File: config.mk
export PLATFORM = sky130hd
export DESIGN_NAME = fixed_point_radix_to_ascii
export DESIGN_NICKNAME = d
export VERILOG_FILES = /design/src/frta_pkg.sv /design/src/frta_divider.sv /design/src/fixed_point_radix_to_ascii.sv
export SDC_FILE = /design/constraint.sdc
export NUM_CORES = 1
export LEC_CHECK = 0
export ABC_CLOCK_PERIOD_IN_PS = 7100
export BUFFER_PORTS_ARGS = -buffer_cell sky130_fd_sc_hd__buf_2
export CORE_MARGIN = 2
export CORE_UTILIZATION = 40
export CTS_CLUSTER_DIAMETER = 30
export CTS_CLUSTER_SIZE = 12
export DETAILED_ROUTE_END_ITERATION = 10
export GPL_ROUTABILITY_DRIVEN = 1
export PLACE_DENSITY = 0.65
export SYNTH_ARGS = -nofsm -noshare
export SYNTH_HDL_FRONTEND = slang
export SYNTH_HIERARCHICAL = 1
export SYNTH_SLANG_ARGS = --single-unit
export TNS_END_PERCENT = 20
File: constraint.sdc
create_clock -name i_clk -period 7.1 [get_ports i_clk]
set_clock_uncertainty 0.05 [all_clocks]
set_input_delay 1.42 -clock i_clk [delete_from_list [all_inputs] [get_ports i_clk]]
set_output_delay 1.42 -clock i_clk [all_outputs]
set_load 0.01 [all_outputs]
File: src/frta_pkg.sv
// Shared constants and the digit-to-character function of the radix-to-ASCII converter.
package frta_pkg;

    localparam int INT_BITS_DEF        = 24;
    localparam int FRAC_BITS_DEF       = 16;
    localparam int MAX_FRAC_DIGITS_DEF = 16;

    localparam int DIGIT_W = 6;
    localparam int LIMIT_W = 5;
    localparam int CHAR_W  = 8;

    localparam logic [DIGIT_W-1:0] RADIX_MIN   = 6'd2;
    localparam logic [DIGIT_W-1:0] RADIX_MAX   = 6'd36;
    localparam logic [DIGIT_W-1:0] RADIX_RESET = 6'd2;
    localparam logic [LIMIT_W-1:0] LIMIT_RESET = 5'd5;

    localparam logic CFG_RADIX      = 1'b0;
    localparam logic CFG_FRAC_LIMIT = 1'b1;

    localparam logic [CHAR_W-1:0] CHAR_ZERO  = 8'h30;
    localparam logic [CHAR_W-1:0] CHAR_A     = 8'h41;
    localparam logic [CHAR_W-1:0] CHAR_MINUS = 8'h2D;
    localparam logic [CHAR_W-1:0] CHAR_POINT = 8'h2E;
    localparam logic [DIGIT_W-1:0] DEC_BASE  = 6'd10;

    function automatic logic [CHAR_W-1:0] digit_char(input logic [DIGIT_W-1:0] d);
        logic [CHAR_W-1:0] c;
        if (d < DEC_BASE) begin
            c = CHAR_ZERO + {2'b00, d};
        end else begin
            c = CHAR_A + {2'b00, d} - {2'b00, DEC_BASE};
        end
        return c;
    endfunction

endpackage

File: src/frta_divider.sv
// Bit-serial restoring divider: dividend over a small radix, one quotient bit per cycle.
module frta_divider #(
    parameter int W = frta_pkg::INT_BITS_DEF
) (
    input  logic                        i_clk,
    input  logic                        i_rst_n,
    input  logic                        i_start,
    input  logic [W-1:0]                i_dividend,
    input  logic [frta_pkg::DIGIT_W-1:0] i_divisor,
    output logic                        o_done,
    output logic [W-1:0]                o_quotient,
    output logic [frta_pkg::DIGIT_W-1:0] o_remainder
);
    import frta_pkg::*;

    localparam int CNT_W = $clog2(W + 1);

    logic                r_busy;
    logic                r_done;
    logic [CNT_W-1:0]    r_cnt;
    logic [W-1:0]        r_quo;
    logic [DIGIT_W-1:0]  r_rem;
    logic [DIGIT_W-1:0]  r_div;
    logic [DIGIT_W:0]    trial;
    logic                fits;

    always_comb begin
        trial = {r_rem, r_quo[W-1]};
        fits  = (trial >= {1'b0, r_div});
    end

    always_ff @(posedge i_clk) begin
        if (!i_rst_n) begin
            r_busy <= 1'b0;
            r_done <= 1'b0;
            r_cnt  <= '0;
        end else begin
            r_done <= 1'b0;
            if (i_start) begin
                r_busy <= 1'b1;
                r_cnt  <= CNT_W'(W);
                r_quo  <= i_dividend;
                r_rem  <= '0;
                r_div  <= i_divisor;
            end else if (r_busy) begin
                r_quo <= {r_quo[W-2:0], fits};
                if (fits) begin
                    r_rem <= DIGIT_W'(trial - {1'b0, r_div});
                end else begin
                    r_rem <= trial[DIGIT_W-1:0];
                end
                r_cnt <= r_cnt - 1'b1;
                if (r_cnt == CNT_W'(1)) begin
                    r_busy <= 1'b0;
                    r_done <= 1'b1;
                end
            end
        end
    end

    assign o_done      = r_done;
    assign o_quotient  = r_quo;
    assign o_remainder = r_rem;

endmodule

File: src/fixed_point_radix_to_ascii.sv
// Top level: microcoded sequencer that prints a sign-magnitude fixed-point number as ASCII.
//
//  channel   dir  handshake              payload
//  s (in)    in   i_s_tvalid/o_s_tready  tuser: is_negative; tdata: integer, fraction
//  m (out)   out  o_m_tvalid/i_m_tready  tdata: ascii_char; tlast: is_last
//  cfg       in   i_cfg_we               i_cfg_index, i_cfg_wdata
//
// One number at a time: the sequencer loads it, emits any minus sign, runs the bit-serial
// divider once per integer digit, then emits the integer digits, the point and the fraction
// digits. Characters leave through a one-word output register.
// Synchronous active-low reset clears sequencer and output valid and sets the configuration to its defaults.
// A stalled output holds the sequencer on its emitting step.
module fixed_point_radix_to_ascii #(
    parameter int INT_BITS        = frta_pkg::INT_BITS_DEF,
    parameter int FRAC_BITS       = frta_pkg::FRAC_BITS_DEF,
    parameter int MAX_FRAC_DIGITS = frta_pkg::MAX_FRAC_DIGITS_DEF,
    parameter int S_TDATA_W       = ((INT_BITS + FRAC_BITS + 7) / 8) * 8
) (
    input  logic                          i_clk,
    input  logic                          i_rst_n,
    input  logic                          i_s_tvalid,
    output logic                          o_s_tready,
    // [INT_BITS-1:0] integer_magnitude, [INT_BITS+FRAC_BITS-1:INT_BITS] fraction_bits
    input  logic [S_TDATA_W-1:0]          i_s_tdata,
    // [0] is_negative
    input  logic                          i_s_tuser,
    output logic                          o_m_tvalid,
    input  logic                          i_m_tready,
    // [7:0] ascii_char
    output logic [frta_pkg::CHAR_W-1:0]   o_m_tdata,
    output logic                          o_m_tlast,
    input  logic                          i_cfg_we,
    input  logic                          i_cfg_index,
    input  logic [frta_pkg::DIGIT_W-1:0]  i_cfg_wdata
);
    import frta_pkg::*;

    localparam int CW = $clog2(INT_BITS + 1);
    localparam int IW = $clog2(INT_BITS);
    localparam int KW = $clog2(MAX_FRAC_DIGITS + 1);
    localparam longint unsigned FRAC_THRESH = ((64'd1 << FRAC_BITS) + 64'd99) / 64'd100;

    typedef enum logic [2:0] {
        S_IDLE, S_SIGN, S_DIVCHK, S_DIVWAIT, S_INTOUT, S_POINT, S_FRAC
    } t_step;

    typedef enum logic [2:0] {
        C_NONE, C_POS, C_INT_DONE, C_CNT_ZERO, C_FRAC_DONE
    } t_cond;

    typedef enum logic [2:0] {
        A_LOAD, A_EMIT_MINUS, A_DIV_START, A_DIV_STORE, A_EMIT_INT, A_EMIT_POINT,
        A_EMIT_FRAC
    } t_act;

    typedef struct packed {
        t_cond cond;
        t_step jmp;
        t_act  act;
        t_step nxt;
    } t_uword;

    function automatic t_uword ucode(input t_step s);
        t_uword w;
        case (s)
            S_IDLE:    w = '{C_NONE,      S_IDLE,   A_LOAD,       S_SIGN};
            S_SIGN:    w = '{C_POS,       S_DIVCHK, A_EMIT_MINUS, S_DIVCHK};
            S_DIVCHK:  w = '{C_INT_DONE,  S_INTOUT, A_DIV_START,  S_DIVWAIT};
            S_DIVWAIT: w = '{C_NONE,      S_IDLE,   A_DIV_STORE,  S_DIVCHK};
            S_INTOUT:  w = '{C_CNT_ZERO,  S_POINT,  A_EMIT_INT,   S_INTOUT};
            S_POINT:   w = '{C_NONE,      S_IDLE,   A_EMIT_POINT, S_FRAC};
            S_FRAC:    w = '{C_FRAC_DONE, S_IDLE,   A_EMIT_FRAC,  S_FRAC};
            default:   w = '{C_NONE,      S_IDLE,   A_LOAD,       S_SIGN};
        endcase
        return w;
    endfunction

    t_step                r_step;
    logic [DIGIT_W-1:0]   r_cfg_radix;
    logic [LIMIT_W-1:0]   r_cfg_limit;
    logic [DIGIT_W-1:0]   r_base;
    logic [KW-1:0]        r_limit;
    logic [KW-1:0]        r_k;
    logic                 r_neg;
    logic [INT_BITS-1:0]  r_work;
    logic [FRAC_BITS-1:0] r_frac;
    logic [CW-1:0]        r_count;
    logic [DIGIT_W-1:0]   r_store [INT_BITS];
    logic                 r_out_valid;
    logic [CHAR_W-1:0]    r_out_char;
    logic                 r_out_last;

    t_uword                       uw;
    logic                         cond_true;
    logic                         act_go;
    logic                         emit;
    logic                         out_free;
    logic                         s_accept;
    logic                         div_start;
    logic                         div_done;
    logic [INT_BITS-1:0]          div_quo;
    logic [DIGIT_W-1:0]           div_rem;
    logic [FRAC_BITS+DIGIT_W-1:0] prod;
    logic [FRAC_BITS-1:0]         prod_frac;
    logic                         frac_small;
    logic                         prod_small;
    logic [CW-1:0]                rd_idx;
    logic [DIGIT_W-1:0]           n_base;
    logic [KW-1:0]                n_limit;

    assign o_s_tready = (r_step == S_IDLE);
    assign s_accept   = i_s_tvalid && o_s_tready;
    assign out_free   = !r_out_valid || i_m_tready;

    always_comb begin
        uw         = ucode(r_step);
        prod       = {{DIGIT_W{1'b0}}, r_frac} * {{FRAC_BITS{1'b0}}, r_base};
        prod_frac  = prod[FRAC_BITS-1:0];
        frac_small = (64'(r_frac) < FRAC_THRESH);
        prod_small = (64'(prod_frac) < FRAC_THRESH);
        rd_idx     = r_count - 1'b1;

        if (r_cfg_radix < RADIX_MIN) begin
            n_base = RADIX_MIN;
        end else if (r_cfg_radix > RADIX_MAX) begin
            n_base = RADIX_MAX;
        end else begin
            n_base = r_cfg_radix;
        end
        if (32'(r_cfg_limit) > MAX_FRAC_DIGITS) begin
            n_limit = KW'(MAX_FRAC_DIGITS);
        end else begin
            n_limit = KW'(r_cfg_limit);
        end

        case (uw.cond)
            C_POS:       cond_true = !r_neg;
            C_INT_DONE:  cond_true = (r_work == '0) || (r_count == CW'(INT_BITS));
            C_CNT_ZERO:  cond_true = (r_count == '0);
            C_FRAC_DONE: cond_true = (r_k == r_limit) || frac_small;
            default:     cond_true = 1'b0;
        endcase

        case (uw.act)
            A_LOAD:      act_go = s_accept;
            A_DIV_START: act_go = 1'b1;
            A_DIV_STORE: act_go = div_done;
            default:     act_go = out_free;
        endcase

        emit = !cond_true && act_go &&
               ((uw.act == A_EMIT_MINUS) || (uw.act == A_EMIT_INT) ||
                (uw.act == A_EMIT_POINT) || (uw.act == A_EMIT_FRAC));

        div_start = !cond_true && (uw.act == A_DIV_START);
    end

    frta_divider #(
        .W (INT_BITS)
    ) u_div (
        .i_clk       (i_clk),
        .i_rst_n     (i_rst_n),
        .i_start     (div_start),
        .i_dividend  (r_work),
        .i_divisor   (r_base),
        .o_done      (div_done),
        .o_quotient  (div_quo),
        .o_remainder (div_rem)
    );

    always_ff @(posedge i_clk) begin
        if (!cond_true && act_go && uw.act == A_DIV_STORE) begin
            r_store[r_count[IW-1:0]] <= div_rem;
        end
    end

    always_ff @(posedge i_clk) begin
        if (!i_rst_n) begin
            r_step      <= S_IDLE;
            r_cfg_radix <= RADIX_RESET;
            r_cfg_limit <= LIMIT_RESET;
            r_out_valid <= 1'b0;
            r_count     <= '0;
            r_work      <= '0;
            r_frac      <= '0;
        end else begin
            if (i_cfg_we) begin
                if (i_cfg_index == CFG_RADIX) begin
                    r_cfg_radix <= i_cfg_wdata;
                end else begin
                    r_cfg_limit <= i_cfg_wdata[LIMIT_W-1:0];
                end
            end
            if (emit) begin
                r_out_valid <= 1'b1;
            end else if (i_m_tready) begin
                r_out_valid <= 1'b0;
            end
            if (cond_true) begin
                r_step <= uw.jmp;
            end else if (act_go) begin
                r_step <= uw.nxt;
                case (uw.act)
                    A_LOAD: begin
                        r_neg   <= i_s_tuser;
                        r_work  <= i_s_tdata[INT_BITS-1:0];
                        r_frac  <= i_s_tdata[INT_BITS+FRAC_BITS-1:INT_BITS];
                        r_count <= '0;
                        r_k     <= '0;
                        r_base  <= n_base;
                        r_limit <= n_limit;
                    end
                    A_EMIT_MINUS: begin
                        r_out_char  <= CHAR_MINUS;
                        r_out_last  <= 1'b0;
                    end
                    A_DIV_START: begin
                    end
                    A_DIV_STORE: begin
                        r_work  <= div_quo;
                        r_count <= r_count + 1'b1;
                    end
                    A_EMIT_INT: begin
                        r_out_char  <= digit_char(r_store[rd_idx[IW-1:0]]);
                        r_out_last  <= 1'b0;
                        r_count     <= rd_idx;
                    end
                    A_EMIT_POINT: begin
                        r_out_char  <= CHAR_POINT;
                        r_out_last  <= (r_limit == '0) || frac_small;
                    end
                    A_EMIT_FRAC: begin
                        r_out_char  <= digit_char(prod[FRAC_BITS+DIGIT_W-1:FRAC_BITS]);
                        r_out_last  <= (r_k + 1'b1 == r_limit) || prod_small;
                        r_frac      <= prod_frac;
                        r_k         <= r_k + 1'b1;
                    end
                    default: begin
                    end
                endcase
            end
        end
    end

    assign o_m_tvalid = r_out_valid;
    assign o_m_tdata  = r_out_char;
    assign o_m_tlast  = r_out_last;

endmodule
==> impl_metrics.ini, run 1 <==
[synth]
syn_area_um2 = 15200
synthAdderAreaFrac_pct = 11.6
synth_edf_count = 205
synth_area_leader_cell = edfxtp_1
yosysSeqAreaShare_pct = 49.2
async_flop_share_pct = 0
synth_flop_cell = edfxtp_1
ys_ff_latch = 272
yosysTopAreaCellShare_pct = 40.4
synth_top_family_by_area = simple AND/OR/NAND/NOR gates
muxShareOfSynthArea_pct = 8.44
ys_warn_count = 6
synthXorXnorAreaFrac_pct = 2.78
synthCells = 1296
yosys.area_share.simple_pct = 14.1
synth_compound_area_share_pct = 9.46
syn_nets = 1455
synth_cell_types = 79
synthTopCellsByArea = edfxtp_1, dfxtp_1, fa_1, mux4_2, ha_1
synth_area_per_cell_um2 = 11.8

[die]
coreArea_um2 = 37600
die-width_um = 199
dieArea_um2 = 39700
die_h_um = 199
initial_core_util_pct = 40.5
rows = 71
io_pins = 64

[cts]
root_buffer = clkbuf_16
clkSinkCount = 272
cts_buffers = 52
cts_setup_buffers = 0
cts_tree = done
cts_buffer_depth = 3
clkTransAtPathRegs_ps = 50
cts_repair_resize_count = 0
htree_num_levels = 2
insertion_delay_ps = 560
cts_hold_buf = 0

[hold_path]
min_path_cells = 2
hp-class = reg -> reg
min_from = r_cfg_limit[0]
hold_end = r_cfg_limit[0]

[power]
clkPwrFrac_pct = 29.8
switching_share_pct = 39.0
combPwrFrac_pct = 42.5
peakVddDrop_uv = 241
internal_power_mw = 4.94
switchingPower_mw = 3.16
power_frac_seq_pct = 27.7
power_density_nw_per_um2 = 456
p_leak_nw = 6.85

[worst_setup_path]
critPathRequiredTime_ps = 7330
r2r-end = o_m_tdata[0]
arrival_ps = 6110
cp-start-kind = register
reg2reg_slack_ps = 1220
r2r-start = r_base[5]
cp-end-kind = register
rr_worst_depth = 20
worstPathMaxFanout = 17
crit_type = reg -> reg

[timing]
finalCritPeriodShare_pct = 82.9
slew_headroom_pct = 20.6
fin_crit_ps = 5880
finalSetupViolCount = 0
timing.fmax_mhz = 170
tightest_slew_ps = 1190
finalSetupTns_ps = 0
setup_ws_ps = 1220
slew_violations = 0
rsz0062_at_grt = no
hold_viol = 0

[layout]
diodes = 0
fillerInstances = 3349
nNetsFinal = 1525
synthToLayoutAreaGrowth_pct = 16.6
final_cell_area_um2 = 17800
post_route_cells_drive_above_1_share_pct = 17.6
instances_no_fill = 1921

[place]
dp.cells = 1823
dp_hpwl_mm = 23.5
place_ws_ps = 1210
io_buffers = 62
place_area_um2 = 16000
gp_congestion = 0.842

[global_routing]
grt_overflow = 0
grt_use_total_pct = 17.8
grt_max_degree = 49
grt_pass1_wl_mm = 55.1
grt_pass1_vias = 9966
antenna_found_initial = 0

[drt]
first_iter_violations = 854
first_pass_iters = 5
vias_per_cell = 5.34
num_vias = 10300
drc = 0
detail_route.wirelength_mm = 34.7
wl_per_cell_um = 18.0
ant_nets = 0

[outcome]
status = completed

[job]
maxCapViolCount = 0
## final cells by class
type / count / area [um^2] / share of cell area, %
timing repair buffer: 78 / 430 / 2.42
inverter: 95 / 357 / 2.01
tap: 511 / 639 / 3.60
clock buffer: 61 / 1360 / 7.64
sequential: 272 / 7500 / 42.2
clock inverter: 37 / 402 / 2.26
multi-input combinational: 867 / 7080 / 39.9
## Yosys cell counts, types with 12 or more instances
master and instances:
nor4_1 13, fa_1 58, xnor2_1 31, mux2_2 25
nor2b_1 19, a311oi_1 14, mux4_2 37, dfxtp_1 67
nand3_1 41, a21oi_1 44, ha_1 48, nor3_1 15
o21ai_0 23, clkbuf_1 39, inv_1 94, nand2_1 125
nor2_1 98, and2_1 87, edfxtp_1 205, a211oi_1 18
xor2_1 13, a21o_1 12, mux2i_1 17, o211a_1 17
## how the worst max path moves through the flow
| stage | from | end | slack [ps] | cells after the start |
|---|---|---|---|---|
| after floorplan | r_base[5] | o_m_tdata[2] | 1670 | 20 |
| after global placement | r_base[5] | o_m_tdata[2] | 1350 | 19 |
| after detailed placement | r_base[5] | o_m_tdata[0] | 1210 | 20 |
| after CTS | r_base[5] | o_m_tdata[2] | 1200 | 19 |
| after global routing | r_base[5] | o_m_tdata[0] | 810 | 20 |
| final | r_base[5] | o_m_tdata[0] | 1220 | 20 |
## power by group through the flow
stage / clock, mW / sequential, mW / combinational, mW
after global routing: 2.53 / 2.28 / 3.88
after floorplan: 0 / 2.13 / 2.68
final: 2.41 / 2.24 / 3.45
after global placement: 0 / 2.26 / 3.37
after detailed placement: 0 / 2.27 / 3.43
after CTS: 2.45 / 2.24 / 3.46
## worst max-delay path: stages (launching register included)
cell and delay, ps:
edfxtp_1 600, and2_1 280, fa_1 510, fa_1 540, inv_1 50, fa_1 530
inv_1 40, ha_1 350, a21oi_2 190, o21ai_0 110, a41o_1 280, a21o_1 220
o41ai_2 380, o21bai_1 110, a21oi_1 270, xnor2_1 160, ha_1 240, o21ai_2 150
xnor2_1 160, o21ai_0 220, o311ai_1 130
## layout by cell type, fill, tap and decap left out, types with 31 or more instances in the layout
cell type,count
edfxtp_1,205
nand2_1,125
nor2_1,97
inv_1,94
and2_1,87
dfxtp_1,66
buf_2,62
fa_1,58
clkbuf_16,53
ha_1,48
a21oi_1,44
nand3_1,41
mux4_2,37
xnor2_1,31
## sequential cells by signal, summed over array words and instances, names as in the netlist, 6 cells and up
name               flops
r_store              144
r_work                24
u_div/o_quotient      24
r_frac                16
o_m_tdata              7
r_base                 6
r_cfg_radix            6
u_div/o_remainder      6
u_div/r_div            6
## through the flow
step           utilization, %  hold slack [ps]  power (mW)
2_1_floorplan               -              383        4.81
3_3_place_gp             42.6              402        5.63
3_5_place_dp             42.6              404        5.70
4_1_cts                  47.3              416        8.15
5_1_grt                  47.3              437        8.69
6_report                 47.3              415        8.11
## cells by family after synthesis
logic type	count (synthesis)
and+or+nand+nor	436
DFF	272
AOI/OAI and AO/OA	198
buffers and inverters	157
adders and majority gates	107
muxes	79
xor gates and xnor gates	46
other	1
## routing by layer
layer	vias up	routed length [um]	GRT usage (%)
met5	-	0	0
met3	46	2020	3.02
li1	4800	-	-
met2	297	16200	28.0
met1	5121	15900	25.6
met4	0	556	4.64
Note: power is estimated with default switching activity, not from simulation.
==> run 2, diff against run 1 <==
--- a/config.mk
+++ b/config.mk
@@ -5,7 +5,8 @@
 export SDC_FILE = /design/constraint.sdc
 export NUM_CORES = 1
 export LEC_CHECK = 0
-export ABC_CLOCK_PERIOD_IN_PS = 7100
+export ABC_AREA = 1
+export ABC_CLOCK_PERIOD_IN_PS = 5890
 export BUFFER_PORTS_ARGS = -buffer_cell sky130_fd_sc_hd__buf_2
 export CORE_MARGIN = 2
 export CORE_UTILIZATION = 40
==> constraint.sdc (replaced) <==
create_clock -name i_clk -period 5.89 [get_ports i_clk]
set_clock_uncertainty 0.05 [all_clocks]
set_input_delay 1.178 -clock i_clk [delete_from_list [all_inputs] [get_ports i_clk]]
set_output_delay 1.178 -clock i_clk [all_outputs]
set_load 0.01 [all_outputs]
==> impl_metrics.ini, run 2 <==
[drt]
num_vias = 12600
first_iter_violations = 935
first_pass_iters = 5
ant_nets = 0
vias_per_cell = 5.02
wl_per_cell_um = 15.3
route.met2.wl_mm = 18.2
routed.top_layer = met4
met3_length_mm = 2.23
detail_route.wirelength_mm = 38.2
drc = 0
wl_met1_mm = 16.6

[timing]
finalSetupTns_ps = 0
setup_ws_ps = 704
hold_viol = 0
timing.fmax_mhz = 193
tightest_slew_ps = 1080
finalCritPeriodShare_pct = 88.0
slew_headroom_pct = 27.5
fin_crit_ps = 5190
finalSetupViolCount = 0
hold-worst-slack_ps = 417
rsz0062_at_grt = no
slew_violations = 0

[power]
power_frac_seq_pct = 24.3
peakVddDrop_uv = 367
power_density_nw_per_um2 = 622
combPwrFrac_pct = 48.5
p_leak_nw = 8.48
internal_power_mw = 6.28
switchingPower_mw = 5.20
switching_share_pct = 45.3
clkPwrFrac_pct = 27.1

[synth]
ys_ff_latch = 272
syn_nets = 2049
synth_area_per_cell_um2 = 8.44
synth_flop_cell = edfxtp_1
synth_edf_count = 205
synthTopCellsByArea = edfxtp_1, nand2_1, dfxtp_1, fa_1, inv_1
ys_warn_count = 6
synth.most_common_cell = nand2_1
syn_area_um2 = 16000
yosysSeqAreaShare_pct = 47.0
ys_top_cells_by_count = nand2_1, inv_1, nor2_1
synth_cell_types = 51
synth_area_leader_cell = edfxtp_1
async_flop_share_pct = 0
yosysTopAreaCellShare_pct = 38.6
synthCells = 1890

[layout]
final_cell_area_um2 = 18500
seq_area_um2 = 7500
synthToLayoutAreaGrowth_pct = 15.7
diodes = 0
fillerInstances = 3681
nNetsFinal = 2093
multi_input_area_um2 = 6930
fin_util_pct = 46.7
post_route_cells_drive_above_1_share_pct = 10.3
largest_reg_flops = 144
layout_common_cells = nand2_1, inv_1, nor2_1
layout_commonest_cell = nand2_1

[place]
place_area_um2 = 16600
gp_congestion = 0.922
dp_hpwl_mm = 25.9
io_buffers = 62
place_ws_ps = 770

[worst_setup_path]
worstPathMaxFanout = 17
cp-start-kind = register
r2r-start = r_base[5]
reg2reg_slack_ps = 700
rr_worst_depth = 22
r2r-end = o_m_tdata[4]
arrival_ps = 5430
critPathRequiredTime_ps = 6130
cp-end-kind = register
crit_type = reg -> reg
worst_setup_path_startpoint = r_base[5]

[cts]
root_buffer = clkbuf_16
cts_setup_buffers = 0
clkSinkCount = 272
cts_buffers = 54
cts_tree = done
htree_num_levels = 2
cts_hold_buf = 0
cts_buffer_depth = 3
insertion_delay_ps = 590
clkTransAtPathRegs_ps = 50
cts_repair_resize_count = 0

[die]
io_pins = 64
initial_core_util_pct = 40.3
dieArea_um2 = 41500
coreArea_um2 = 39500
die_h_um = 204
die-width_um = 204
rows = 73

[hold_path]
hold_end = r_cfg_radix[2]
min_from = r_cfg_radix[2]
hp-class = reg -> reg
min_path_cells = 2

[global_routing]
grt_overflow = 0
grt_pass1_wl_mm = 63.0
antenna_found_initial = 0
grt_use_total_pct = 18.7
grt_pass1_vias = 12600
grt_max_degree = 77

[job]
maxCapViolCount = 0

[outcome]
status = completed
[run 2: changes by cell type after synthesis, moves of 19 or more]
| cell | previous run | this run |
|---|---|---|
| nand2_1 | 125 | 502 |
| inv_1 | 94 | 278 |
| nor2_1 | 98 | 218 |
| and2_1 | 87 | 0 |
| o21ai_0 | 23 | 102 |
| nand3_1 | 41 | 103 |
| mux4_2 | 37 | 0 |
| mux2_2 | 25 | 0 |
| a31oi_1 | 4 | 27 |
| xnor2_1 | 31 | 10 |
| nor2b_1 | 19 | 0 |
[run 2: cell families after synthesis]
group | after synthesis | share of synthesized area (%)
XOR/XNOR | 27 | 1.53
adder cells (fa/ha/maj) | 106 | 11.0
flip-flops | 272 | 47.0
AO/OA/AOI/OAI | 237 | 8.37
other | 1 | 0.0235
buffers and inverters | 373 | 9.67
AND/OR/NAND/NOR | 874 | 22.4
[run 2: worst max-delay path: stages (launching register included)]
cell      delay (ps)
edfxtp_1         700
nand2_1          170
fa_1             550
fa_1             530
fa_1             550
inv_1             40
ha_1             340
nand2_1           60
o21ai_0          320
nand2_1          100
nand2_1          160
nand2_1          100
nand2_1          110
nand2_1           70
nand3_1           70
nand2_1           50
nand2_1          140
ha_1             270
nand2_2          150
a21oi_1          160
nor2_1            60
nand2_1           80
o21ai_1           60
[run 2: per-stage QoR]
stage	power [mW]	cells
6_report	11.5	2504
3_5_place_dp	8.33	2403
3_3_place_gp	8.22	2403
4_1_cts	11.5	2504
2_1_floorplan	6.99	1890
5_1_grt	12.4	2504
[run 2: layout make-up]
class,count,area share (%)
Clock inverter,42,2.75
Timing Repair Buffer,73,2.13
Tap cell,525,3.56
Clock buffer,59,7.54
Multi-Input combinational cell,1245,37.6
Inverter,288,5.86
Sequential cell,272,40.6
[run 2: worst max path at each step]
stage | endpoint | slack (ps) | depth (start not counted)
final | o_m_tdata[4] | 700 | 22
after global routing | o_m_tdata[4] | 310 | 22
after CTS | o_m_tdata[4] | 730 | 22
after global placement | o_m_tdata[4] | 910 | 22
after floorplan | o_m_tdata[4] | 1190 | 24
after detailed placement | o_m_tdata[4] | 770 | 22
[run 2: power groups by stage]
| stage | Sequential, mW | Clock [mW] | Combinational, mW |
|---|---|---|---|
| floorplan | 2.60 | 0 | 4.39 |
| global placement | 2.81 | 0 | 5.41 |
| detailed placement | 2.82 | 0 | 5.51 |
| CTS | 2.79 | 3.15 | 5.55 |
| global route | 2.83 | 3.25 | 6.35 |
| finish | 2.79 | 3.11 | 5.57 |
[run 2: layer usage]
| metal | up-vias | GRT usage, % |
|---|---|---|
| li1 | 6168 | - |
| met1 | 5939 | 24.8 |
| met2 | 389 | 31.3 |
| met3 | 76 | 2.91 |
| met4 | 0 | 6.57 |
| met5 | - | 0 |
